===== src/rtl/core/range_to_prefix_blocks_unit_defines.svh =====
// Assertion macros shared by the range-to-prefix RTL.
`ifndef RANGE_TO_PREFIX_BLOCKS_UNIT_DEFINES_SVH
`define RANGE_TO_PREFIX_BLOCKS_UNIT_DEFINES_SVH

// Same-cycle implication, disabled while reset is asserted.
`define RTPB_ASSERT_NOW(lbl, clk, rst_n, ante, cons, msg) \
  lbl: assert property (@(posedge clk) disable iff (!rst_n) (ante) |-> (cons)) \
    else $error(msg);

// Next-cycle implication, disabled while reset is asserted.
`define RTPB_ASSERT_NEXT(lbl, clk, rst_n, ante, cons, msg) \
  lbl: assert property (@(posedge clk) disable iff (!rst_n) (ante) |=> (cons)) \
    else $error(msg);

`endif


===== src/rtl/core/rtpb_pkg.sv =====
// Shared constants and control/status types for the range-to-prefix unit.
package rtpb_pkg;

  localparam int unsigned AddrBitsDefault = 32;
  localparam int unsigned AddrPortW       = 32;
  localparam int unsigned LenW            = 6;

  // Sequencer commands to the shared datapath.
  typedef struct packed {
    logic load;   // take a new request
    logic emit;   // advance cursor past the current block
    logic step;   // lower the exponent by one
  } rtpb_ctrl_t;

  // Datapath status back to the sequencer.
  typedef struct packed {
    logic diff_zero;  // cursor has reached the bound
    logic lead_set;   // remaining distance has its bit at the exponent set
    logic next_zero;  // emitting now brings the cursor to the bound
    logic exp_zero;
  } rtpb_stat_t;

endpackage


===== src/rtl/core/rtpb_datapath.sv =====
// Shared cursor / distance / exponent datapath for prefix block extraction.
module rtpb_datapath import rtpb_pkg::*; #(
  parameter int unsigned AddrBits = AddrBitsDefault
) (
  input  logic                 clk_i,
  input  rtpb_ctrl_t           ctrl_i,
  input  logic [AddrPortW-1:0] range_start_i,
  input  logic [AddrPortW-1:0] range_end_i,
  output rtpb_stat_t           stat_o,
  output logic [AddrPortW-1:0] cursor_o,
  output logic [AddrPortW-1:0] bound_o,
  output logic [LenW-1:0]      blk_len_o
);

  localparam int unsigned ExpW    = $clog2(AddrBits);
  localparam int unsigned LenIntW = $clog2(AddrBits + 1);

  logic [AddrBits-1:0] cursor_q, bound_q, diff_q;
  logic [ExpW-1:0]     exp_q;

  logic [AddrBits-1:0] addr_a, addr_b, lo, hi;
  logic [AddrBits-1:0] host, cur_next, diff_next;
  logic [LenIntW-1:0]  len_full;

  assign addr_a = AddrBits'(range_start_i);
  assign addr_b = AddrBits'(range_end_i);
  assign lo     = (addr_b < addr_a) ? addr_b : addr_a;
  assign hi     = (addr_b < addr_a) ? addr_a : addr_b;

  assign host     = ~({AddrBits{1'b1}} << exp_q);
  assign cur_next = (cursor_q | host) + AddrBits'(1);
  // bound - cur_next, written as one add: diff - (~cursor & host) - 1
  assign diff_next = diff_q + (cursor_q | ~host);

  always_ff @(posedge clk_i) begin
    if (ctrl_i.load) begin
      cursor_q <= lo;
      bound_q  <= hi;
      diff_q   <= hi - lo;
      exp_q    <= ExpW'(AddrBits - 1);
    end else if (ctrl_i.emit) begin
      cursor_q <= cur_next;
      diff_q   <= diff_next;
    end else if (ctrl_i.step) begin
      exp_q <= exp_q - ExpW'(1);
    end
  end

  assign stat_o.diff_zero = (diff_q == '0);
  assign stat_o.lead_set  = diff_q[exp_q];
  assign stat_o.next_zero = (diff_next == '0);
  assign stat_o.exp_zero  = (exp_q == '0);

  assign len_full  = LenIntW'(AddrBits) - LenIntW'(exp_q);
  assign blk_len_o = LenW'(len_full);
  assign cursor_o  = AddrPortW'(cursor_q);
  assign bound_o   = AddrPortW'(bound_q);

endmodule


===== src/rtl/core/rtpb_outreg.sv =====
// Output register holding one result until the consumer takes it.
module rtpb_outreg import rtpb_pkg::*; (
  input  logic                 clk_i,
  input  logic                 rst_ni,
  input  logic                 push_i,
  input  logic [AddrPortW-1:0] push_addr_i,
  input  logic [LenW-1:0]      push_len_i,
  input  logic                 push_last_i,
  output logic                 ready_o,
  output logic                 out_valid_o,
  input  logic                 out_stall_i,
  output logic [AddrPortW-1:0] prefix_addr_o,
  output logic [LenW-1:0]      prefix_len_o,
  output logic                 last_of_run_o
);

  logic                 valid_q, valid_d;
  logic [AddrPortW-1:0] addr_q;
  logic [LenW-1:0]      len_q;
  logic                 last_q;

  assign ready_o = !valid_q || !out_stall_i;

  always_comb begin
    valid_d = valid_q && out_stall_i;
    if (push_i) begin
      valid_d = 1'b1;
    end
  end

  always_ff @(posedge clk_i or negedge rst_ni) begin
    if (!rst_ni) begin
      valid_q <= 1'b0;
    end else begin
      valid_q <= valid_d;
    end
  end

  always_ff @(posedge clk_i) begin
    if (push_i) begin
      addr_q <= push_addr_i;
      len_q  <= push_len_i;
      last_q <= push_last_i;
    end
  end

  assign out_valid_o   = valid_q;
  assign prefix_addr_o = addr_q;
  assign prefix_len_o  = len_q;
  assign last_of_run_o = last_q;

endmodule


===== src/rtl/core/rtpb_seq.sv =====
// Sequencer: request intake, exponent scan, block and end-entry issue.
`include "range_to_prefix_blocks_unit_defines.svh"
module rtpb_seq import rtpb_pkg::*; #(
  parameter int unsigned AddrBits = AddrBitsDefault
) (
  input  logic                 clk_i,
  input  logic                 rst_ni,
  input  logic                 in_valid_i,
  output logic                 in_stall_o,
  input  logic                 cfg_we_i,
  input  logic                 cfg_wdata_i,
  input  rtpb_stat_t           stat_i,
  output rtpb_ctrl_t           ctrl_o,
  input  logic [AddrPortW-1:0] cursor_i,
  input  logic [AddrPortW-1:0] bound_i,
  input  logic [LenW-1:0]      blk_len_i,
  input  logic                 out_ready_i,
  output logic                 push_o,
  output logic [AddrPortW-1:0] push_addr_o,
  output logic [LenW-1:0]      push_len_o,
  output logic                 push_last_o
);

  localparam logic StIdle = 1'b0;
  localparam logic StScan = 1'b1;

  localparam logic [LenW-1:0] EndLen = LenW'(AddrBits);

  logic state_q, state_d;
  logic end_pend_q, end_pend_d;
  logic end_en_q;
  logic accept;

  assign in_stall_o = (state_q != StIdle);
  assign accept     = in_valid_i && (state_q == StIdle);

  always_comb begin
    state_d     = state_q;
    end_pend_d  = end_pend_q;
    ctrl_o      = '0;
    push_o      = 1'b0;
    push_addr_o = cursor_i;
    push_len_o  = blk_len_i;
    push_last_o = 1'b0;
    unique case (state_q)
      StIdle: begin
        if (accept) begin
          ctrl_o.load = 1'b1;
          end_pend_d  = end_en_q;
          state_d     = StScan;
        end
      end
      StScan: begin
        if (stat_i.diff_zero) begin
          if (!end_pend_q) begin
            state_d = StIdle;
          end else if (out_ready_i) begin
            push_o      = 1'b1;
            push_addr_o = bound_i;
            push_len_o  = EndLen;
            push_last_o = 1'b1;
            end_pend_d  = 1'b0;
            state_d     = StIdle;
          end
        end else if (stat_i.lead_set) begin
          if (out_ready_i) begin
            ctrl_o.emit = 1'b1;
            push_o      = 1'b1;
            push_last_o = stat_i.next_zero && !end_pend_q;
            if (push_last_o) begin
              state_d = StIdle;
            end
          end
        end else begin
          // distance below 2^exp: narrow the block size
          ctrl_o.step = 1'b1;
        end
      end
    endcase
  end

  always_ff @(posedge clk_i or negedge rst_ni) begin
    if (!rst_ni) begin
      state_q    <= StIdle;
      end_pend_q <= 1'b0;
      end_en_q   <= 1'b1;
    end else begin
      state_q    <= state_d;
      end_pend_q <= end_pend_d;
      if (cfg_we_i) begin
        end_en_q <= cfg_wdata_i;
      end
    end
  end

  `RTPB_ASSERT_NOW(a_push_only_when_room, clk_i, rst_ni, push_o, out_ready_i, "push into full output register")
  `RTPB_ASSERT_NOW(a_no_push_idle, clk_i, rst_ni, state_q == StIdle, !push_o, "result issued while idle")
  `RTPB_ASSERT_NEXT(a_last_ends_run, clk_i, rst_ni, push_o && push_last_o, state_q == StIdle, "run continues after last result")
  `RTPB_ASSERT_NOW(a_step_no_underflow, clk_i, rst_ni, ctrl_o.step, !stat_i.exp_zero, "exponent underflow")
  `RTPB_ASSERT_NEXT(a_accept_starts_scan, clk_i, rst_ni, accept, state_q == StScan, "accepted request did not start")

endmodule


===== src/rtl/core/range_to_prefix_blocks_unit.sv =====
// Top level: address range to prefix block list converter.
//
//  port group   dir  handshake               payload
//  request      in   in_valid_i / in_stall_o range_start_i, range_end_i
//  result       out  out_valid_o/out_stall_i prefix_addr_o, prefix_len_o, last_of_run_o
//  config       in   cfg_we_i                cfg_wdata_i (end-entry enable)
//
// One request occupies the unit until its exponent scan and all of its results are done:
// the shared exponent scan walks down once per request (at most AddrBits-1 steps),
// each block advances the cursor through the single cursor adder, and the end entry is taken from the bound.
// in_stall_o stays high until the last result has entered the output register.
// A stalled consumer freezes the sequencer at its next result.
// After reset the unit is idle with the end entry enabled; no clearing pass is needed.
`include "range_to_prefix_blocks_unit_defines.svh"
module range_to_prefix_blocks_unit import rtpb_pkg::*; #(
  parameter int unsigned AddrBits = AddrBitsDefault
) (
  input  logic                 clk_i,
  input  logic                 rst_ni,
  input  logic                 in_valid_i,
  output logic                 in_stall_o,
  input  logic [AddrPortW-1:0] range_start_i,
  input  logic [AddrPortW-1:0] range_end_i,
  output logic                 out_valid_o,
  input  logic                 out_stall_i,
  output logic [AddrPortW-1:0] prefix_addr_o,
  output logic [LenW-1:0]      prefix_len_o,
  output logic                 last_of_run_o,
  input  logic                 cfg_we_i,
  input  logic                 cfg_wdata_i
);

  rtpb_ctrl_t           ctrl;
  rtpb_stat_t           stat;
  logic [AddrPortW-1:0] cursor, bound, push_addr;
  logic [LenW-1:0]      blk_len, push_len;
  logic                 push, push_last, out_ready;

  rtpb_datapath #(
    .AddrBits(AddrBits)
  ) u_datapath (
    .clk_i        (clk_i),
    .ctrl_i       (ctrl),
    .range_start_i(range_start_i),
    .range_end_i  (range_end_i),
    .stat_o       (stat),
    .cursor_o     (cursor),
    .bound_o      (bound),
    .blk_len_o    (blk_len)
  );

  rtpb_seq #(
    .AddrBits(AddrBits)
  ) u_seq (
    .clk_i      (clk_i),
    .rst_ni     (rst_ni),
    .in_valid_i (in_valid_i),
    .in_stall_o (in_stall_o),
    .cfg_we_i   (cfg_we_i),
    .cfg_wdata_i(cfg_wdata_i),
    .stat_i     (stat),
    .ctrl_o     (ctrl),
    .cursor_i   (cursor),
    .bound_i    (bound),
    .blk_len_i  (blk_len),
    .out_ready_i(out_ready),
    .push_o     (push),
    .push_addr_o(push_addr),
    .push_len_o (push_len),
    .push_last_o(push_last)
  );

  rtpb_outreg u_outreg (
    .clk_i        (clk_i),
    .rst_ni       (rst_ni),
    .push_i       (push),
    .push_addr_i  (push_addr),
    .push_len_i   (push_len),
    .push_last_i  (push_last),
    .ready_o      (out_ready),
    .out_valid_o  (out_valid_o),
    .out_stall_i  (out_stall_i),
    .prefix_addr_o(prefix_addr_o),
    .prefix_len_o (prefix_len_o),
    .last_of_run_o(last_of_run_o)
  );

  `RTPB_ASSERT_NOW(a_busy_while_output_loads, clk_i, rst_ni, push, in_stall_o, "result issued without a request in flight")
  `RTPB_ASSERT_NEXT(a_push_shows_valid, clk_i, rst_ni, push, out_valid_o, "issued result not presented")
  `RTPB_ASSERT_NOW(a_len_in_range, clk_i, rst_ni, out_valid_o, prefix_len_o != '0 || AddrBits == 64, "zero prefix length")

endmodule


===== config.mk =====
export PLATFORM = sky130hd
export DESIGN_NAME = range_to_prefix_blocks_unit
export DESIGN_NICKNAME = d
export VERILOG_FILES = /design/src/rtl/core/rtpb_pkg.sv /design/src/rtl/core/rtpb_datapath.sv /design/src/rtl/core/rtpb_outreg.sv /design/src/rtl/core/rtpb_seq.sv /design/src/rtl/core/range_to_prefix_blocks_unit.sv
export VERILOG_INCLUDE_DIRS = /design/src /design/src/rtl/core
export SDC_FILE = /design/constraint.sdc
export NUM_CORES = 1
export LEC_CHECK = 0
export BUFFER_PORTS_ARGS = -buffer_cell sky130_fd_sc_hd__buf_2
export CELL_PAD_IN_SITES_DETAIL_PLACEMENT = 1
export CELL_PAD_IN_SITES_GLOBAL_PLACEMENT = 1
export CORE_AREA = 5 5 174 176
export DETAILED_ROUTE_END_ITERATION = 8
export DIE_AREA = 0 0 179 181
export GPL_ROUTABILITY_DRIVEN = 0
export HOLD_SLACK_MARGIN = 0.02
export PLACE_DENSITY = 0.75
export SLEW_MARGIN = 25
export SYNTH_ARGS = -nofsm -noshare
export SYNTH_HDL_FRONTEND = slang
export SYNTH_HIERARCHICAL = 1
export SYNTH_SLANG_ARGS = --single-unit

===== constraint.sdc =====
create_clock -name clk_i -period 6.6 [get_ports clk_i]
set_input_delay 0.33 -clock clk_i [delete_from_list [all_inputs] [get_ports clk_i]]
set_output_delay 0.33 -clock clk_i [all_outputs]
set_load 0.01 [all_outputs]

==> results.sh, run 1 <==
export IMPL_cts_sinks=144
export IMPL_rr_worst_depth=22
export IMPL_dr_total_vias=11900
export IMPL_hold_path_depth=2
export IMPL_max_freq_mhz=170
export IMPL_grt_antenna_before_repair=1
export IMPL_setup_violations=0
export IMPL_first_global_vias=11800
export IMPL_setup_tns_final_ns=0
export IMPL_synth_area_sq_mm=0.0126
export IMPL_final_nets=1649
export IMPL_clock_path_buffers=2
export IMPL_start_util_pct=44.1
export IMPL_holdPathEnd="u_outreg/out_valid_o$_DFF_PN0_"
export IMPL_cts_buffers=17
export IMPL_fp_dieH_um=181
export IMPL_fin_skew_ns=0.0135
export IMPL_status="completed"
export IMPL_synth_cell_types=90
export IMPL_die_area_sq_mm=0.0324
export IMPL_grt_overflow_total=0
export IMPL_synthCells=1447
export IMPL_critPathCaptureType="register"
export IMPL_drt_iter0_markers=1140
export IMPL_seqCellArea_sq_mm=0.00426
export IMPL_grt_pass1_wl_um=70400
export IMPL_synth_area_top_cells="edfxtp_1 (32%), ha_1 (7.0%), nand2_1 (5.6%)"
export IMPL_slew_headroom_pct=34.4
export IMPL_crit_type="reg -> reg"
export IMPL_yosysWarnings=6
export IMPL_hold_violations=0
export IMPL_async_flop_share_pct=2.78
export IMPL_multi_input_area_sq_mm=0.00770
export IMPL_drv_cap=0
export IMPL_drc=0
export IMPL_p_total_mw=8.26
export IMPL_synth_fa_ha_area_share_pct=7.13
export IMPL_rrSetupSlack_ns=0.72
export IMPL_synthXorXnorAreaFrac_pct=5.37
export IMPL_yosysTopAreaCell="edfxtp_1"
export IMPL_crit_arrival_ns=6.13
export IMPL_clkTransAtPathRegs_ns=0.07
export IMPL_ant_nets=0
export IMPL_synth_flop_cell="edfxtp_1"
export IMPL_worstSetupStartpointType="register"
export IMPL_post_cts_buffers=0
export IMPL_drt_wl_total_um=46300
export IMPL_cts_tree="done"
export IMPL_post_synth_cell_area_avg_sq_um=8.68
export IMPL_viasPerCell=6.26
export IMPL_final_area_sq_mm=0.0139
export IMPL_rsz0062_at_grt="false"
export IMPL_synth_top_area_share_pct=32.3
export IMPL_critPathMaxStageDelay_ns=0.56
export IMPL_powerDensity_mw_per_mm2=593
export IMPL_power_leakage_nw=5.36
export IMPL_min_from="out_stall_i"
export IMPL_cts_root_buffer="clkbuf_16"
export IMPL_clock_latency_ns=0.43
export IMPL_diodes=0
export IMPL_synth_compound_area_share_pct=21.6
export IMPL_ys_ff_latch=144
export IMPL_pin_count=111
export IMPL_crit_reg2reg_launch="u_datapath/exp_q[0]$_SDFFE_PP1P_"
export IMPL_maxSlewViolCount=0
export IMPL_worstMarginPinSlew_ns=0.978
export IMPL_core_area_sq_mm=0.0285
export IMPL_cp_required_ns=6.85
export IMPL_firstDrtPassIters=5
export IMPL_ir_drop_mv=0.356
export IMPL_hold_ws_ns=0.123
export IMPL_crit_fanout=8
export IMPL_synthMuxAreaShare_pct=6.51
export IMPL_row_count=62
export IMPL_wl_per_cell_um=24.3
export IMPL_drive_above_1_share_pct=16.4
export IMPL_grt_max_degree=91
export IMPL_hold_class="in -> reg"
export IMPL_htreeDepth=4
export IMPL_synthSimpleGateAreaFrac_pct=20.5
export IMPL_area_delta_synth_final_pct=10.9
export IMPL_crit_chain="inv_1, ha_1, ha_1, inv_1, o21ai_0, ha_1, inv_1, fa_1, nor2b_1, o21a_1, o21ai_1, a21boi_0, or3_1, a2111oi_0, nand3_1, or4_1, nor4_1, nand4b_1, or4b_1, a2111oi_1, nand2b_1, o31ai_1"
export IMPL_synthesis_nets=1588
export IMPL_period_needed_ns=5.88
export IMPL_synth_edf_count=135
export IMPL_cp_slowest_cell="or4b_1"
export IMPL_postPlaceCellArea_sq_mm=0.0134
export IMPL_die_w_um=179
export IMPL_grt_usage_pct=28.1
export IMPL_dp_hpwl_um=35800
export IMPL_post_route_period_util_pct=89.1
export IMPL_port_buffers=110
export IMPL_ys_seq_area_share_pct=33.9
export IMPL_synth_top_family_by_area="compound AO/OA/AOI/OAI gates"
export IMPL_r2r_end="u_outreg/last_of_run_o$_DFFE_PP_"
export IMPL_fillers=3360
synthesized netlist by cell type, types with 8 or more instances:
| master | count |
|---|---|
| a31oi_1 | 49 |
| a21oi_1 | 93 |
| o211ai_1 | 14 |
| or3_1 | 22 |
| xor2_1 | 30 |
| edfxtp_1 | 135 |
| xnor2_1 | 47 |
| a211oi_1 | 12 |
| and3_1 | 12 |
| o22ai_1 | 15 |
| mux4_2 | 10 |
| inv_1 | 63 |
| nor2_1 | 95 |
| nand2b_1 | 29 |
| nand3_1 | 28 |
| nor2b_1 | 25 |
| a21o_1 | 24 |
| o21ai_1 | 8 |
| mux2_2 | 39 |
| buf_2 | 11 |
| clkbuf_1 | 58 |
| nand4_1 | 21 |
| ha_1 | 70 |
| nor4_1 | 10 |
| or2_2 | 18 |
| nand2_1 | 186 |
| nor3_1 | 26 |
| o21a_1 | 8 |
| and2_1 | 13 |
| o21ai_0 | 106 |
| mux2i_1 | 12 |
| nand3b_1 | 10 |
cells by family (layout without fill, tap and decap cells):
family | after synthesis | in the layout
muxes | 64 | 64
buffers and inverters | 150 | 224
and+or+nand+nor | 520 | 520
xor gates and xnor gates | 77 | 77
AOI/OAI and AO/OA | 421 | 421
DFF | 144 | 144
adders and majority gates | 71 | 71
cell usage in the layout, fill, tap and decap left out, drive strengths merged, types with 24 or more instances in the layout:
cell / count
nor2: 97
nor3: 26
xnor2: 47
ha: 70
a21o: 24
inv: 66
edfxtp: 135
a21oi: 93
mux2: 42
nand2b: 29
nand3: 28
nand2: 187
nor2b: 26
a31oi: 49
buf: 128
o21ai: 114
xor2: 30
state kept, by name (all words and copies together), names as in the netlist:
signal                  cells
u_datapath/bound_o         32
u_datapath/cursor_o        32
u_datapath/diff_q          32
u_datapath/exp_q            5
u_outreg/last_of_run_o      1
u_outreg/out_valid_o        1
u_outreg/prefix_addr_o     32
u_outreg/prefix_len_o       6
u_seq/end_en_q              1
u_seq/end_pend_q            1
u_seq/in_stall_o            1
worst max-delay path by stage:
stage | end | startpoint | slack [ns]
final | u_outreg/last_of_run_o$_DFFE_PP_ | u_datapath/exp_q[0]$_SDFFE_PP1P_ | 0.72
after global routing | u_outreg/last_of_run_o$_DFFE_PP_ | u_datapath/exp_q[0]$_SDFFE_PP1P_ | 0.36
after CTS | u_outreg/last_of_run_o$_DFFE_PP_ | u_datapath/exp_q[0]$_SDFFE_PP1P_ | 0.68
after detailed placement | u_outreg/last_of_run_o$_DFFE_PP_ | u_datapath/exp_q[0]$_SDFFE_PP1P_ | 0.77
after global placement | u_outreg/last_of_run_o$_DFFE_PP_ | u_datapath/exp_q[0]$_SDFFE_PP1P_ | 0.91
after floorplan | u_outreg/last_of_run_o$_DFFE_PP_ | u_datapath/exp_q[0]$_SDFFE_PP1P_ | 1.44
cell type report:
class / count / share of cell area (%)
tap: 384 / 3.45
clock buffer: 19 / 3.11
sequential: 144 / 30.5
clock inverter: 13 / 0.817
inverter: 63 / 1.70
multi-input combinational: 1153 / 55.3
timing repair buffer: 129 / 5.14
critical path: cells and delay by family, from the launching register on:
kind / cells / cell delay, ns
buf+inv: 3 / 0.34
compound gates: 7 / 1.88
simple gates: 8 / 2.03
flops: 1 / 0.55
fa+ha+maj: 4 / 0.91
power by group:
group	total [mW]	leakage [nW]	switching (mW)	internal, mW
Sequential	2.19	1.35	0.356	1.84
Clock	0.931	0.264	0.412	0.519
Combinational	5.14	3.75	3.21	1.93
Total	8.26	5.36	3.98	4.28
through the flow:
| step | worst slack (ns) | util (%) | std cells |
|---|---|---|---|
| after global routing | 0.357 | 48.9 | 1905 |
| after CTS | 0.678 | 48.8 | 1904 |
| after detailed placement | 0.768 | 46.9 | 1871 |
| after floorplan | 1.44 | - | 1447 |
| final | 0.717 | 48.9 | 1905 |
| after global placement | 0.911 | 46.9 | 1871 |
layer usage:
metal | vias to the layer above | track usage (%) | share of wire, %
met2 | 469 | 41.2 | 44
met3 | 63 | 4.10 | 7.7
met1 | 5897 | 43.1 | 46
met5 | - | 0 | 0
met4 | 0 | 7.74 | 2.3
li1 | 5496 | - | -
timing repair:
| item | CTS | global route |
|---|---|---|
| endpoints found under the hold margin | 4 | 0 |
| hold buffers | 1 | 0 |
| gates resized for setup | 0 | 0 |
(Power assumes the default switching activity.)
==> inputs of run 2 (changes only) <==
CORE_AREA = 5 5 170 172   (was 5 5 174 176)
DIE_AREA = 0 0 175 177   (was 0 0 179 181)
PLACE_DENSITY = 0.88   (was 0.75)
SETUP_SLACK_MARGIN = 0.2   (was default)
==> run 2 against run 1 <==
Net effect:
- final area is 0.14% lower
- die area is 4.4% lower
- sequential share of layout area is 0.062 points higher
- final cell count is 2.0% lower
- utilization is 2.0 points higher
- setup slack worse by 0.20 ns
- maximum frequency is 3.3% lower
- first-iteration DRC count is 66% higher
- combinational power is 9.3% higher
- largest power group unchanged
- highest routed layer is now met5
==> results.sh, run 2 (same netlist as run 1, synthesis figures left out) <==
export IMPL_status="completed"
export IMPL_grt_antenna_before_repair=2
export IMPL_crit_type="reg -> reg"
export IMPL_cts_tree="done"
export IMPL_critPathMaxStageDelay_ns=0.61
export IMPL_hold_ws_ns=0.122
export IMPL_die_w_um=175
export IMPL_worstMarginPinSlew_ns=1.05
export IMPL_power_leakage_nw=5.37
export IMPL_pre_cts_ws_ns=0.747
export IMPL_dp_hpwl_um=36300
export IMPL_setup_violations=0
export IMPL_firstDrtPassIters=7
export IMPL_post_route_period_util_pct=92.2
export IMPL_cts_buffers=17
export IMPL_fp_dieH_um=177
export IMPL_grt_usage_pct=33.1
export IMPL_area_delta_synth_final_pct=10.7
export IMPL_clkTransAtPathRegs_ns=0.07
export IMPL_p_total_mw=8.87
export IMPL_ant_nets=0
export IMPL_pin_count=111
export IMPL_cp_slowest_cell="or4b_1"
export IMPL_crit_fanout=14
export IMPL_powerDensity_mw_per_mm2=637
export IMPL_fillers=3239
export IMPL_setup_tns_final_ns=0
export IMPL_first_global_vias=13400
export IMPL_hold_violations=0
export IMPL_grt_overflow_total=0
export IMPL_hold_class="in -> reg"
export IMPL_layout_commonest_cell="nand2_1"
export IMPL_final_area_sq_mm=0.0139
export IMPL_core_area_sq_mm=0.0273
export IMPL_wl_per_cell_um=28.0
export IMPL_viasPerCell=7.04
export IMPL_crit_arrival_ns=6.35
export IMPL_max_freq_mhz=164
export IMPL_start_util_pct=46.0
export IMPL_drc=0
export IMPL_drt_iter0_markers=1897
export IMPL_layout_common_cells="nand2_1 (186), edfxtp_1 (135), buf_2 (110)"
export IMPL_grt_max_degree=87
export IMPL_grt_pass1_wl_um=79900
export IMPL_rsz0062_at_grt="false"
export IMPL_critPathCaptureType="register"
export IMPL_maxSlewViolCount=0
export IMPL_postPlaceCellArea_sq_mm=0.0133
export IMPL_fin_skew_ns=0.0152
export IMPL_slew_headroom_pct=29.6
export IMPL_die_area_sq_mm=0.0310
export IMPL_port_buffers=110
export IMPL_clock_latency_ns=0.45
export IMPL_dr_total_vias=13100
export IMPL_row_count=61
export IMPL_worstSetupStartpointType="register"
export IMPL_htreeDepth=4
export IMPL_drive_above_1_share_pct=17.0
export IMPL_diodes=0
export IMPL_cts_root_buffer="clkbuf_16"
export IMPL_final_nets=1649
export IMPL_clock_path_buffers=2
export IMPL_finalWorstSetupSlack_ns=0.514
export IMPL_drt_wl_total_um=52300
export IMPL_period_needed_ns=6.09
export IMPL_drv_cap=0
export IMPL_cp_required_ns=6.87
export IMPL_crit_chain="buf_4, ha_1, or4_1, nand2b_1, ha_1, nor2b_1, o21a_1, o21ai_1, a21boi_0, or3_1, a2111oi_2, nand3_1, or4_1, nor4_1, nand4b_1, or4b_1, a2111oi_1, nand2b_1, o31ai_1"
export IMPL_cts_sinks=144
export IMPL_ir_drop_mv=0.285
==> run 2: critical path: cells and delay by family (launching register included) <==
family / cells / cell delay (ns)
buf+inv: 1 / 0.23
flops: 1 / 0.38
fa+ha+maj: 2 / 0.55
compound gates: 6 / 1.71
simple gates: 10 / 3.05
==> run 2: routing by layer <==
metal,GRT usage (%),part of all wire [%],routed length (um)
met1,41.9,37,19200
met2,52.2,45,23400
met3,8.63,12,6360
met4,17.3,6.2,3220
met5,0,0.054,28
==> run 2: cell type report <==
class	instances	area [sq um]	area share, %
multi-input combinational	1153	7710	55.4
sequential	144	4260	30.6
timing repair buffer	129	696	5.00
tap	346	433	3.11
clock buffer	17	425	3.06
inverter	63	236	1.70
clock inverter	15	151	1.09
==> run 2: timing repair <==
item / in CTS / in global routing
setup buffers: 0 / 0
endpoints found under the setup margin: 0 / 2
endpoints found under the hold margin: 4 / 0
hold buffers: 1 / 0
gates resized for setup: 0 / 6
==> run 2: worst paths after layout <==
path                                                   from                                    to  slack, ns  cells past startpoint
min in group asynchronous                            rst_ni        u_outreg/out_valid_o$_DFF_PN0_       0.22                      2
setup / recovery           u_datapath/exp_q[1]$_SDFFE_PP1P_      u_outreg/last_of_run_o$_DFFE_PP_       0.51                     19
max in group asynchronous                            rst_ni            u_seq/end_en_q$_DFFE_PN1P_       6.17                      2
hold / removal                                  cfg_wdata_i            u_seq/end_en_q$_DFFE_PN1P_       0.12                      2
setup reg to reg           u_datapath/exp_q[1]$_SDFFE_PP1P_      u_outreg/last_of_run_o$_DFFE_PP_       0.51                     19
hold reg to reg            u_datapath/bound_o[29]$_DFFE_PP_  u_outreg/prefix_addr_o[29]$_DFFE_PP_       0.55                      1
==> run 2: where the power goes <==
group	switching [mW]	internal (mW)	leakage, nW
Clock	0.463	0.532	0.273
Combinational	3.67	1.95	3.74
Sequential	0.415	1.84	1.35
==> run 2: stage by stage <==
step                      util, %  std cells
after floorplan                 -       1447
after global placement       48.7       1834
after detailed placement     48.7       1834
after CTS                    50.9       1867
after global routing         50.9       1867
final                        50.9       1867
